--- src/rtl/core/bfla_pkg.sv ---
package bfla_pkg;

  // Build-time sizing of the pool.
  localparam int MAX_BUFFERS = 256;
  localparam int PAGE_BYTES  = 4096;

  // Field widths fixed by the interface.
  localparam int ADDR_W  = 48;
  localparam int PAGES_W = 9;
  localparam int COUNT_W = 9;

  // Derived widths.
  localparam int IDX_W      = (MAX_BUFFERS > 2) ? $clog2(MAX_BUFFERS) : 1;
  localparam int LIMIT_W    = IDX_W + 1;
  localparam int LINK_W     = IDX_W + 1;
  localparam int PAGE_SHIFT = $clog2(PAGE_BYTES) + 1;   // stride = pages * 2 * PAGE_BYTES
  localparam int HI_W       = ADDR_W - PAGE_SHIFT;
  localparam int DIVN_W     = PAGES_W + IDX_W;
  localparam int PROD_W     = PAGES_W + IDX_W;
  localparam int STEP_W     = (IDX_W > 1) ? $clog2(IDX_W) : 1;

  // Configuration register indexes.
  localparam int CFG_IDX_W = 2;
  localparam logic [CFG_IDX_W-1:0] CFG_BASE  = 2'd0;
  localparam logic [CFG_IDX_W-1:0] CFG_PAGES = 2'd1;
  localparam logic [CFG_IDX_W-1:0] CFG_COUNT = 2'd2;

  // Operation codes.
  localparam logic OP_ALLOC = 1'b0;
  localparam logic OP_FREE  = 1'b1;

  // Result status codes.
  localparam logic [1:0] ST_OK    = 2'd0;
  localparam logic [1:0] ST_EMPTY = 2'd1;
  localparam logic [1:0] ST_BAD   = 2'd2;

  // Live configuration seen by the front and back.
  typedef struct packed {
    logic [ADDR_W-1:0]  base;
    logic [PAGES_W-1:0] pages;
    logic [LIMIT_W-1:0] limit;
  } cfg_t;

  // Classified command passed from front to back.
  typedef struct packed {
    logic             op;
    logic             bad;
    logic [IDX_W-1:0] idx;
  } cmd_t;

  // One result item.
  typedef struct packed {
    logic [ADDR_W-1:0] addr;
    logic [1:0]        status;
  } res_t;

  typedef enum logic [4:0] {
    F_IDLE   = 5'b00001,
    F_OFFSET = 5'b00010,
    F_CHECK  = 5'b00100,
    F_DIV    = 5'b01000,
    F_SEND   = 5'b10000
  } front_state_t;

  typedef enum logic [4:0] {
    B_IDLE = 5'b00001,
    B_EXEC = 5'b00010,
    B_POP  = 5'b00100,
    B_MUL  = 5'b01000,
    B_ADD  = 5'b10000
  } back_state_t;

endpackage

--- src/rtl/core/buffer_free_list_allocator.sv ---
// Channel   Ports                                         Transfer when
// input     push, full, in_op, in_address                 push && !full
// result    empty, pop, out_buffer_address, out_status    pop && !empty
// config    cfg_we, cfg_index, cfg_data                   cfg_we
//
// An allocate goes from capture straight to the hand-off in the front; in the back it is taken
// from the command queue, executed, has its link read when it pops a freed slot, then is scaled
// and added to the base. A free passes offset, range check (a failed check skips the divide), an
// 8-step restoring divide by the buffer size, one quotient bit per cycle, and a hand-off in the
// front, then execution in the back. The input takes the next item once the front has handed off.
// A two-entry command queue parts the front and back and results wait in a two-entry output
// queue, so the front keeps going for a few items before a stalled result side holds it.
// Reset is synchronous; the link store needs no clearing pass.
module buffer_free_list_allocator import bfla_pkg::*; (
  input  logic                 clk,
  input  logic                 rst_n,
  input  logic                 push,
  output logic                 full,
  input  logic                 in_op,
  input  logic [ADDR_W-1:0]    in_address,
  output logic                 empty,
  input  logic                 pop,
  output logic [ADDR_W-1:0]    out_buffer_address,
  output logic [1:0]           out_status,
  input  logic                 cfg_we,
  input  logic [CFG_IDX_W-1:0] cfg_index,
  input  logic [ADDR_W-1:0]    cfg_data
);

  logic [ADDR_W-1:0]  base_r;
  logic [PAGES_W-1:0] pages_r;
  logic [COUNT_W-1:0] count_r;
  cfg_t               cfg;
  logic               cmd_push, cmd_full, cmd_pop, cmd_empty;
  cmd_t               cmd_wr, cmd_rd;

  // Configuration registers.
  always_ff @(posedge clk) begin
    if (!rst_n) begin
      base_r  <= '0;
      pages_r <= PAGES_W'(1);
      count_r <= COUNT_W'(256);
    end else if (cfg_we) begin
      unique case (cfg_index)
        CFG_BASE:  base_r  <= cfg_data;
        CFG_PAGES: pages_r <= cfg_data[PAGES_W-1:0];
        CFG_COUNT: count_r <= cfg_data[COUNT_W-1:0];
        default:   ;
      endcase
    end
  end

  // Slot count clamped to the built depth.
  always_comb begin
    cfg.base  = base_r;
    cfg.pages = pages_r;
    if (32'(count_r) > MAX_BUFFERS) begin
      cfg.limit = LIMIT_W'(MAX_BUFFERS);
    end else begin
      cfg.limit = LIMIT_W'(count_r);
    end
  end

  bfla_front u_front (
    .clk        (clk),
    .rst_n      (rst_n),
    .cfg        (cfg),
    .push       (push),
    .full       (full),
    .in_op      (in_op),
    .in_address (in_address),
    .cmd_push   (cmd_push),
    .cmd_data   (cmd_wr),
    .cmd_full   (cmd_full)
  );

  bfla_cmd_queue u_cmd_queue (
    .clk     (clk),
    .rst_n   (rst_n),
    .wr_en   (cmd_push),
    .wr_data (cmd_wr),
    .q_full  (cmd_full),
    .rd_en   (cmd_pop),
    .rd_data (cmd_rd),
    .q_empty (cmd_empty)
  );

  bfla_back u_back (
    .clk                (clk),
    .rst_n              (rst_n),
    .cfg                (cfg),
    .cmd_empty          (cmd_empty),
    .cmd_data           (cmd_rd),
    .cmd_pop            (cmd_pop),
    .empty              (empty),
    .pop                (pop),
    .out_buffer_address (out_buffer_address),
    .out_status         (out_status)
  );

endmodule

--- src/rtl/core/bfla_front.sv ---
module bfla_front import bfla_pkg::*; (
  input  logic              clk,
  input  logic              rst_n,
  input  cfg_t              cfg,
  input  logic              push,
  output logic              full,
  input  logic              in_op,
  input  logic [ADDR_W-1:0] in_address,
  output logic              cmd_push,
  output cmd_t              cmd_data,
  input  logic              cmd_full
);

  front_state_t       state_r, state_nxt;
  logic               op_r, op_nxt;
  logic [ADDR_W-1:0]  addr_r, addr_nxt;
  logic               bad_r, bad_nxt;
  logic [DIVN_W-1:0]  rem_r, rem_nxt;
  logic [DIVN_W-1:0]  div_r, div_nxt;
  logic [IDX_W-1:0]   quo_r, quo_nxt;
  logic [STEP_W-1:0]  step_r, step_nxt;
  logic [HI_W-1:0]    hi;
  logic               free_bad;

  assign full = (state_r != F_IDLE);
  assign hi   = addr_r[ADDR_W-1:PAGE_SHIFT];

  // A free is rejected when the divide leaves a remainder or the slot is past the limit.
  assign free_bad = (rem_r != '0) || ({1'b0, quo_r} >= cfg.limit);

  assign cmd_data = '{op:  op_r,
                      bad: bad_r | ((op_r == OP_FREE) & free_bad),
                      idx: quo_r};

  // Sequencer: capture; for a free, offset, range check and one quotient bit per cycle; hand-off.
  always_comb begin
    state_nxt = state_r;
    op_nxt    = op_r;
    addr_nxt  = addr_r;
    bad_nxt   = bad_r;
    rem_nxt   = rem_r;
    div_nxt   = div_r;
    quo_nxt   = quo_r;
    step_nxt  = step_r;
    cmd_push  = 1'b0;
    unique case (state_r)
      F_IDLE: begin
        if (push) begin
          op_nxt    = in_op;
          addr_nxt  = in_address;
          bad_nxt   = 1'b0;
          rem_nxt   = '0;
          quo_nxt   = '0;
          state_nxt = (in_op == OP_FREE) ? F_OFFSET : F_SEND;
        end
      end
      F_OFFSET: begin
        addr_nxt  = addr_r - cfg.base;
        state_nxt = F_CHECK;
      end
      F_CHECK: begin
        if ((cfg.pages == '0) || (addr_r[PAGE_SHIFT-1:0] != '0) ||
            (hi >= HI_W'({cfg.pages, {IDX_W{1'b0}}}))) begin
          bad_nxt   = 1'b1;
          state_nxt = F_SEND;
        end else begin
          rem_nxt   = hi[DIVN_W-1:0];
          div_nxt   = DIVN_W'({cfg.pages, {(IDX_W-1){1'b0}}});
          step_nxt  = STEP_W'(IDX_W - 1);
          state_nxt = F_DIV;
        end
      end
      F_DIV: begin
        if (rem_r >= div_r) begin
          rem_nxt = rem_r - div_r;
          quo_nxt = IDX_W'({quo_r, 1'b1});
        end else begin
          quo_nxt = IDX_W'({quo_r, 1'b0});
        end
        div_nxt  = div_r >> 1;
        step_nxt = step_r - 1'b1;
        if (step_r == '0) begin
          state_nxt = F_SEND;
        end
      end
      F_SEND: begin
        if (!cmd_full) begin
          cmd_push  = 1'b1;
          state_nxt = F_IDLE;
        end
      end
      default: begin
        state_nxt = F_IDLE;
      end
    endcase
  end

  always_ff @(posedge clk) begin
    if (!rst_n) begin
      state_r <= F_IDLE;
    end else begin
      state_r <= state_nxt;
    end
    op_r   <= op_nxt;
    addr_r <= addr_nxt;
    bad_r  <= bad_nxt;
    rem_r  <= rem_nxt;
    div_r  <= div_nxt;
    quo_r  <= quo_nxt;
    step_r <= step_nxt;
  end

endmodule

--- src/rtl/core/bfla_cmd_queue.sv ---
module bfla_cmd_queue import bfla_pkg::*; (
  input  logic clk,
  input  logic rst_n,
  input  logic wr_en,
  input  cmd_t wr_data,
  output logic q_full,
  input  logic rd_en,
  output cmd_t rd_data,
  output logic q_empty
);

  cmd_t       mem_r [2];
  logic       wr_ptr_r, wr_ptr_nxt;
  logic       rd_ptr_r, rd_ptr_nxt;
  logic [1:0] cnt_r, cnt_nxt;
  logic       do_wr, do_rd;

  assign q_full  = (cnt_r == 2'd2);
  assign q_empty = (cnt_r == 2'd0);
  assign rd_data = mem_r[rd_ptr_r];
  assign do_wr   = wr_en & ~q_full;
  assign do_rd   = rd_en & ~q_empty;

  // Pointer and occupancy update for each transfer.
  always_comb begin
    wr_ptr_nxt = wr_ptr_r ^ do_wr;
    rd_ptr_nxt = rd_ptr_r ^ do_rd;
    cnt_nxt    = cnt_r + {1'b0, do_wr} - {1'b0, do_rd};
  end

  always_ff @(posedge clk) begin
    if (!rst_n) begin
      wr_ptr_r <= 1'b0;
      rd_ptr_r <= 1'b0;
      cnt_r    <= 2'd0;
    end else begin
      wr_ptr_r <= wr_ptr_nxt;
      rd_ptr_r <= rd_ptr_nxt;
      cnt_r    <= cnt_nxt;
    end
    if (do_wr) begin
      mem_r[wr_ptr_r] <= wr_data;
    end
  end

endmodule

--- src/rtl/core/bfla_back.sv ---
module bfla_back import bfla_pkg::*; (
  input  logic              clk,
  input  logic              rst_n,
  input  cfg_t              cfg,
  input  logic              cmd_empty,
  input  cmd_t              cmd_data,
  output logic              cmd_pop,
  output logic              empty,
  input  logic              pop,
  output logic [ADDR_W-1:0] out_buffer_address,
  output logic [1:0]        out_status
);

  back_state_t        state_r, state_nxt;
  cmd_t               cmd_r, cmd_nxt;
  logic [IDX_W-1:0]   top_r, top_nxt;
  logic               nonempty_r, nonempty_nxt;
  logic [LIMIT_W-1:0] fresh_r, fresh_nxt;
  logic [IDX_W-1:0]   idx_r, idx_nxt;
  logic [PROD_W-1:0]  prod_r, prod_nxt;

  // Link store: next pointer of each freed slot.
  logic [LINK_W-1:0]  link_mem [MAX_BUFFERS];
  logic [LINK_W-1:0]  link_rd_r;
  logic               link_we;

  // Result queue.
  res_t               oq_mem_r [2];
  logic               oq_wr_r, oq_rd_r;
  logic [1:0]         oq_cnt_r, oq_cnt_nxt;
  logic               oq_full;
  logic               res_we;
  res_t               res_data;
  logic               res_pop;
  res_t               head;

  assign oq_full            = (oq_cnt_r == 2'd2);
  assign empty              = (oq_cnt_r == 2'd0);
  assign res_pop            = pop & ~empty;
  assign head               = oq_mem_r[oq_rd_r];
  assign out_buffer_address = head.addr;
  assign out_status         = head.status;

  // A command is only started when its result has a free slot waiting.
  assign cmd_pop = (state_r == B_IDLE) & ~cmd_empty & ~oq_full;

  // Execution sequencer for allocate and free.
  always_comb begin
    state_nxt    = state_r;
    cmd_nxt      = cmd_r;
    top_nxt      = top_r;
    nonempty_nxt = nonempty_r;
    fresh_nxt    = fresh_r;
    idx_nxt      = idx_r;
    prod_nxt     = prod_r;
    link_we      = 1'b0;
    res_we       = 1'b0;
    res_data     = '{addr: '0, status: ST_OK};
    unique case (state_r)
      B_IDLE: begin
        if (cmd_pop) begin
          cmd_nxt   = cmd_data;
          state_nxt = B_EXEC;
        end
      end
      B_EXEC: begin
        if (cmd_r.op == OP_FREE) begin
          res_we = 1'b1;
          if (cmd_r.bad) begin
            res_data.status = ST_BAD;
          end else begin
            link_we      = 1'b1;
            top_nxt      = cmd_r.idx;
            nonempty_nxt = 1'b1;
          end
          state_nxt = B_IDLE;
        end else if (nonempty_r) begin
          // Link of the top slot is read this cycle and arrives next cycle.
          idx_nxt   = top_r;
          state_nxt = B_POP;
        end else if (fresh_r < cfg.limit) begin
          idx_nxt   = fresh_r[IDX_W-1:0];
          fresh_nxt = fresh_r + 1'b1;
          state_nxt = B_MUL;
        end else begin
          res_we          = 1'b1;
          res_data.status = ST_EMPTY;
          state_nxt       = B_IDLE;
        end
      end
      B_POP: begin
        top_nxt      = link_rd_r[IDX_W-1:0];
        nonempty_nxt = link_rd_r[LINK_W-1];
        state_nxt    = B_MUL;
      end
      B_MUL: begin
        prod_nxt  = PROD_W'(idx_r) * PROD_W'(cfg.pages);
        state_nxt = B_ADD;
      end
      B_ADD: begin
        res_we        = 1'b1;
        res_data.addr = cfg.base + ADDR_W'({prod_r, {PAGE_SHIFT{1'b0}}});
        state_nxt     = B_IDLE;
      end
      default: begin
        state_nxt = B_IDLE;
      end
    endcase
  end

  assign oq_cnt_nxt = oq_cnt_r + {1'b0, res_we} - {1'b0, res_pop};

  always_ff @(posedge clk) begin
    if (!rst_n) begin
      state_r    <= B_IDLE;
      top_r      <= '0;
      nonempty_r <= 1'b0;
      fresh_r    <= '0;
      oq_wr_r    <= 1'b0;
      oq_rd_r    <= 1'b0;
      oq_cnt_r   <= 2'd0;
    end else begin
      state_r    <= state_nxt;
      top_r      <= top_nxt;
      nonempty_r <= nonempty_nxt;
      fresh_r    <= fresh_nxt;
      oq_wr_r    <= oq_wr_r ^ res_we;
      oq_rd_r    <= oq_rd_r ^ res_pop;
      oq_cnt_r   <= oq_cnt_nxt;
    end
    cmd_r  <= cmd_nxt;
    idx_r  <= idx_nxt;
    prod_r <= prod_nxt;
    if (res_we) begin
      oq_mem_r[oq_wr_r] <= res_data;
    end
  end

  // Link store write on a push and registered read at the stack top.
  always_ff @(posedge clk) begin
    if (link_we) begin
      link_mem[cmd_r.idx] <= {nonempty_r, top_r};
    end
    link_rd_r <= link_mem[top_r];
  end

endmodule

--- config.mk ---
export PLATFORM = sky130hd
export DESIGN_NAME = buffer_free_list_allocator
export DESIGN_NICKNAME = d
export VERILOG_FILES = /design/src/rtl/core/bfla_pkg.sv /design/src/rtl/core/buffer_free_list_allocator.sv /design/src/rtl/core/bfla_front.sv /design/src/rtl/core/bfla_cmd_queue.sv /design/src/rtl/core/bfla_back.sv
export SDC_FILE = /design/constraint.sdc
export NUM_CORES = 2
export LEC_CHECK = 0
export ABC_AREA = 0
export BUFFER_PORTS_ARGS = -buffer_cell sky130_fd_sc_hd__buf_4
export CORE_ASPECT_RATIO = 1.1
export CORE_MARGIN = 1.5
export CORE_UTILIZATION = 25
export CTS_CLUSTER_DIAMETER = 80
export DETAILED_ROUTE_END_ITERATION = 8
export SETUP_SLACK_MARGIN = 0.02
export SLEW_MARGIN = 25
export SYNTH_ARGS = -nofsm -noshare
export SYNTH_HDL_FRONTEND = slang
export SYNTH_SLANG_ARGS = --single-unit
export TNS_END_PERCENT = 30
--- constraint.sdc ---
create_clock -name clk -period 13.75 [get_ports clk]
set_input_delay 3.4375 -clock clk [delete_from_list [all_inputs] [get_ports clk]]
set_output_delay 3.4375 -clock clk [all_outputs]
set_load 0.005 [all_outputs]
==> run summary <==
Status: complete, no violations
Leading cell type in the layout, fill and taps excluded: edfxtp_1
CTS clk-pin slew, worst paths: 0.06 ns
Max-slew violations: 0
Largest family of logic cells by synthesized area: multiplexers
Final Skew: 0.0682 ns
Num CTS Buffers: 284
DR iter-0 viols: 5,202
Fmax: 0.172 GHz
Cell-internal power: 13.5 mW
Cells after synthesis: 5,626
Critical-path top delay cell: buf_4
Htree depth: 5
Maximum vdd ir drop: 0.0904 mV
Crit-path leading delay family: buffers and inverters
Sum of negative setup slack: 0 ns
Power per Cell Area: 136 nW/µm²
Die Area: 442,000 µm²
Via density: 4.58
Post-Syn Area: 110,000 µm²
Vias: 54,472
Pwr Total: 17.4 mW
Post-layout minimum cycle time: 5.82 ns
Part of the Yosys area used for sequential elements: 72.0%
RSZ-0062 raised after global routing: no
Hold Buf Count CTS: 0
Placer congestion estimate: 0.836
Grt ovf: 0
Worst Setup Start Kind: flop
Synth area leader: edfxtp_1
Die width: 634 µm
Gr usage total: 11.6%
Leak: 45.0 nW
Worst path max stage delay: 0.56 ns
Post-CTS Resized: 0
Die Y: 697 µm
First-pass GRT wire length: 386,000 µm
IO buf count: 155
Async SR Flop Fraction: 0%
Commonest non-fill, non-tap cells in the layout: edfxtp_1 (2,553), mux4_2 (765), clkbuf_16 (290)
Sw power: 3.87 mW
Sequential share of power: 51.6%
Combinational Power Share: 4.9%
Post CTS Setup Buffer Count: 0
Cell row count: 254
Critical Path RT: 10.31 ns
IO Count: 156
Routed Antenna Nets: 0
Sw Ratio: 22.2%
Worst slew pin tran: 1.24 ns
CTS tree: done
Largest cells by area after synthesis: edfxtp_1 (70%), mux4_2 (16%), dfxtp_1 (2.0%), ha_1 (1.7%), nor2_1 (1.2%)
Final nets: 6,209
Clk_lat worst skew: 0.89 ns
Max Buffers Root-to-Sink: 4
DR pass1 iterations: 7
CTS root buf: clkbuf_16
Synth Area in XOR/XNOR: 0.768%
Initial antenna violation count: 10
Worst path arrival time: 2.38 ns
Post-synthesis mux area share: 16.7%
Synth Warn #: 0
Min-Delay Path Class: flop to flop
CP bufs+invs: 2
Top_reg_cell synth: edfxtp_1
Cell repeated most along the worst path: buf_4
Fin crit share: 42.3%
CP cell instances: buf_4 > mux2_2 > buf_4
Synth-to-Final Area Change: 16.4%
Post-DP HPWL: 166,000 µm
Share of layout cells above drive strength 1: 26.4%
Initial Utilization: 25.1%
Final Hold Fails: 0
Sink Count: 2,665
Register bit total from synthesis: 2,665
Post-Synth Adder-Cell Area: 2.57%
Post-synth EDFFs: 2,553
Clock power share: 43.5%
Core box area: 436,000 µm²
Synthesized area per cell: 19.5 µm²
Final wirelength: 265,000 µm
Critical Path Sink Type: primary output
Max transition margin: 17.3%
Compound-Gate Fraction of Synth Area: 2.44%
Count of final setup violators: 0
Worst-path fanout max: 50
Cell variety after synth: 68
Yosys top cell area share: 70.0%
Simple-Gate Fraction of Synth Area: 3.91%
Largest net degree at the start of global routing: 230
WL/cell: 22.2 µm
Vias in the first global route: 55,634
Post-Syn Nets: 5,928
# DRC: 0
CP Class: flop to primary output
Max cap viols: 0
[layout make-up]
| class | instances | area (µm²) |
|---|---|---|
| diodes | 6 | 15.0 |
| clock buffers | 349 | 7510 |
| clock inverters | 166 | 1660 |
| fillers | 42245 | 308000 |
| inverters | 165 | 619 |
| multi-input cells | 2517 | 29200 |
| flip-flops and latches | 2665 | 78900 |
| well taps | 5760 | 7210 |
| repair buffers | 274 | 2320 |
[through the flow]
stage          std cells  setup slack (ns)  hold slack [ns]  instance area, µm²  utilization (%)
5_1_grt            11900              7.84            0.480              127000             29.3
3_3_place_gp       11373              8.20            0.455              118000             27.0
6_report           11902              7.93            0.468              127000             29.3
4_1_cts            11891              7.86            0.467              127000             29.2
2_1_floorplan       5626              7.14            0.443              110000                -
3_5_place_dp       11376              8.10            0.458              118000             27.1
[synthesized netlist by cell type (all sizes together), types with 16 or more instances]
library cell	count
nor2b	42
dfxtp	112
buf	76
edfxtp	2553
nand2	280
xor2	42
a21o	54
clkbuf	203
nor2	362
nand4	26
fa	45
xnor2	54
mux2	70
mux2i	25
a21boi	58
nor4	17
a21oi	94
nor3	25
mux4	765
ha	153
or3	16
o21ai	121
nand3	31
and2	87
inv	164
[worst register-to-register path: cells and delay by family (launching register included)]
kind                   cells  cell delay (ns)
DFF                        1             0.88
muxes                      4             1.98
buffers and inverters      3             2.51
[flip-flops by register name, summed over array words and instances (netlist names), 2 cells and up, named ones only]
| signal | flops |
|---|---|
| u_back.link_rd_r | 9 |
| count_r | 9 |
| base_r | 48 |
| u_back.fresh_r | 9 |
| u_back.top_r | 8 |
| u_front.state_r | 5 |
| u_back.link_mem | 2304 |
| u_front.quo_r | 8 |
| u_front.div_r | 16 |
| u_back.state_r | 5 |
| pages_r | 9 |
| u_front.step_r | 3 |
| u_front.addr_r | 48 |
| u_back.oq_cnt_r | 2 |
| u_back.oq_mem_r | 100 |
| u_back.idx_r | 8 |
| u_back.prod_r | 17 |
| u_back.cmd_r | 10 |
| u_front.rem_r | 17 |
| u_cmd_queue.mem_r | 20 |
| u_cmd_queue.cnt_r | 2 |
[kinds of logic after synthesis]
family,Yosys count
buf+inv,444
simple gates,942
xor+xnor,96
flops,2665
fa+ha+maj,198
mux,860
compound gates,421
[path summary, 6_finish.rpt]
path                                       from                     end  slack (ns)  cells past startpoint
worst max-delay path                       flop  out_buffer_address[20]        7.93                      3
worst min-delay path                  base_r[9]               base_r[9]        0.47                      2
worst max register to register  u_back.top_r[1]     u_back.link_rd_r[3]        8.28                      7
worst min register to register        base_r[9]               base_r[9]        0.47                      2
[metal layers]
| layer | vias up | track usage (%) | share of wire (%) |
|---|---|---|---|
| li1 | 23275 | - | - |
| met1 | 28958 | 15.3 | 41 |
| met2 | 1796 | 19.3 | 49 |
| met3 | 433 | 1.88 | 6.2 |
| met4 | 10 | 4.22 | 3.8 |
| met5 | - | 0 | 0.026 |
[power groups by stage]
| stage | clock [mW] | combinational, mW | sequential (mW) |
|---|---|---|---|
| after global routing | 8.00 | 0.911 | 8.99 |
| after global placement | 0 | 0.817 | 9.15 |
| after detailed placement | 0 | 0.836 | 9.15 |
| after floorplan | 0 | 0.487 | 9.11 |
| final | 7.56 | 0.852 | 8.98 |
| after CTS | 7.71 | 0.841 | 8.98 |
Note: power is estimated with default switching activity, not from simulation.
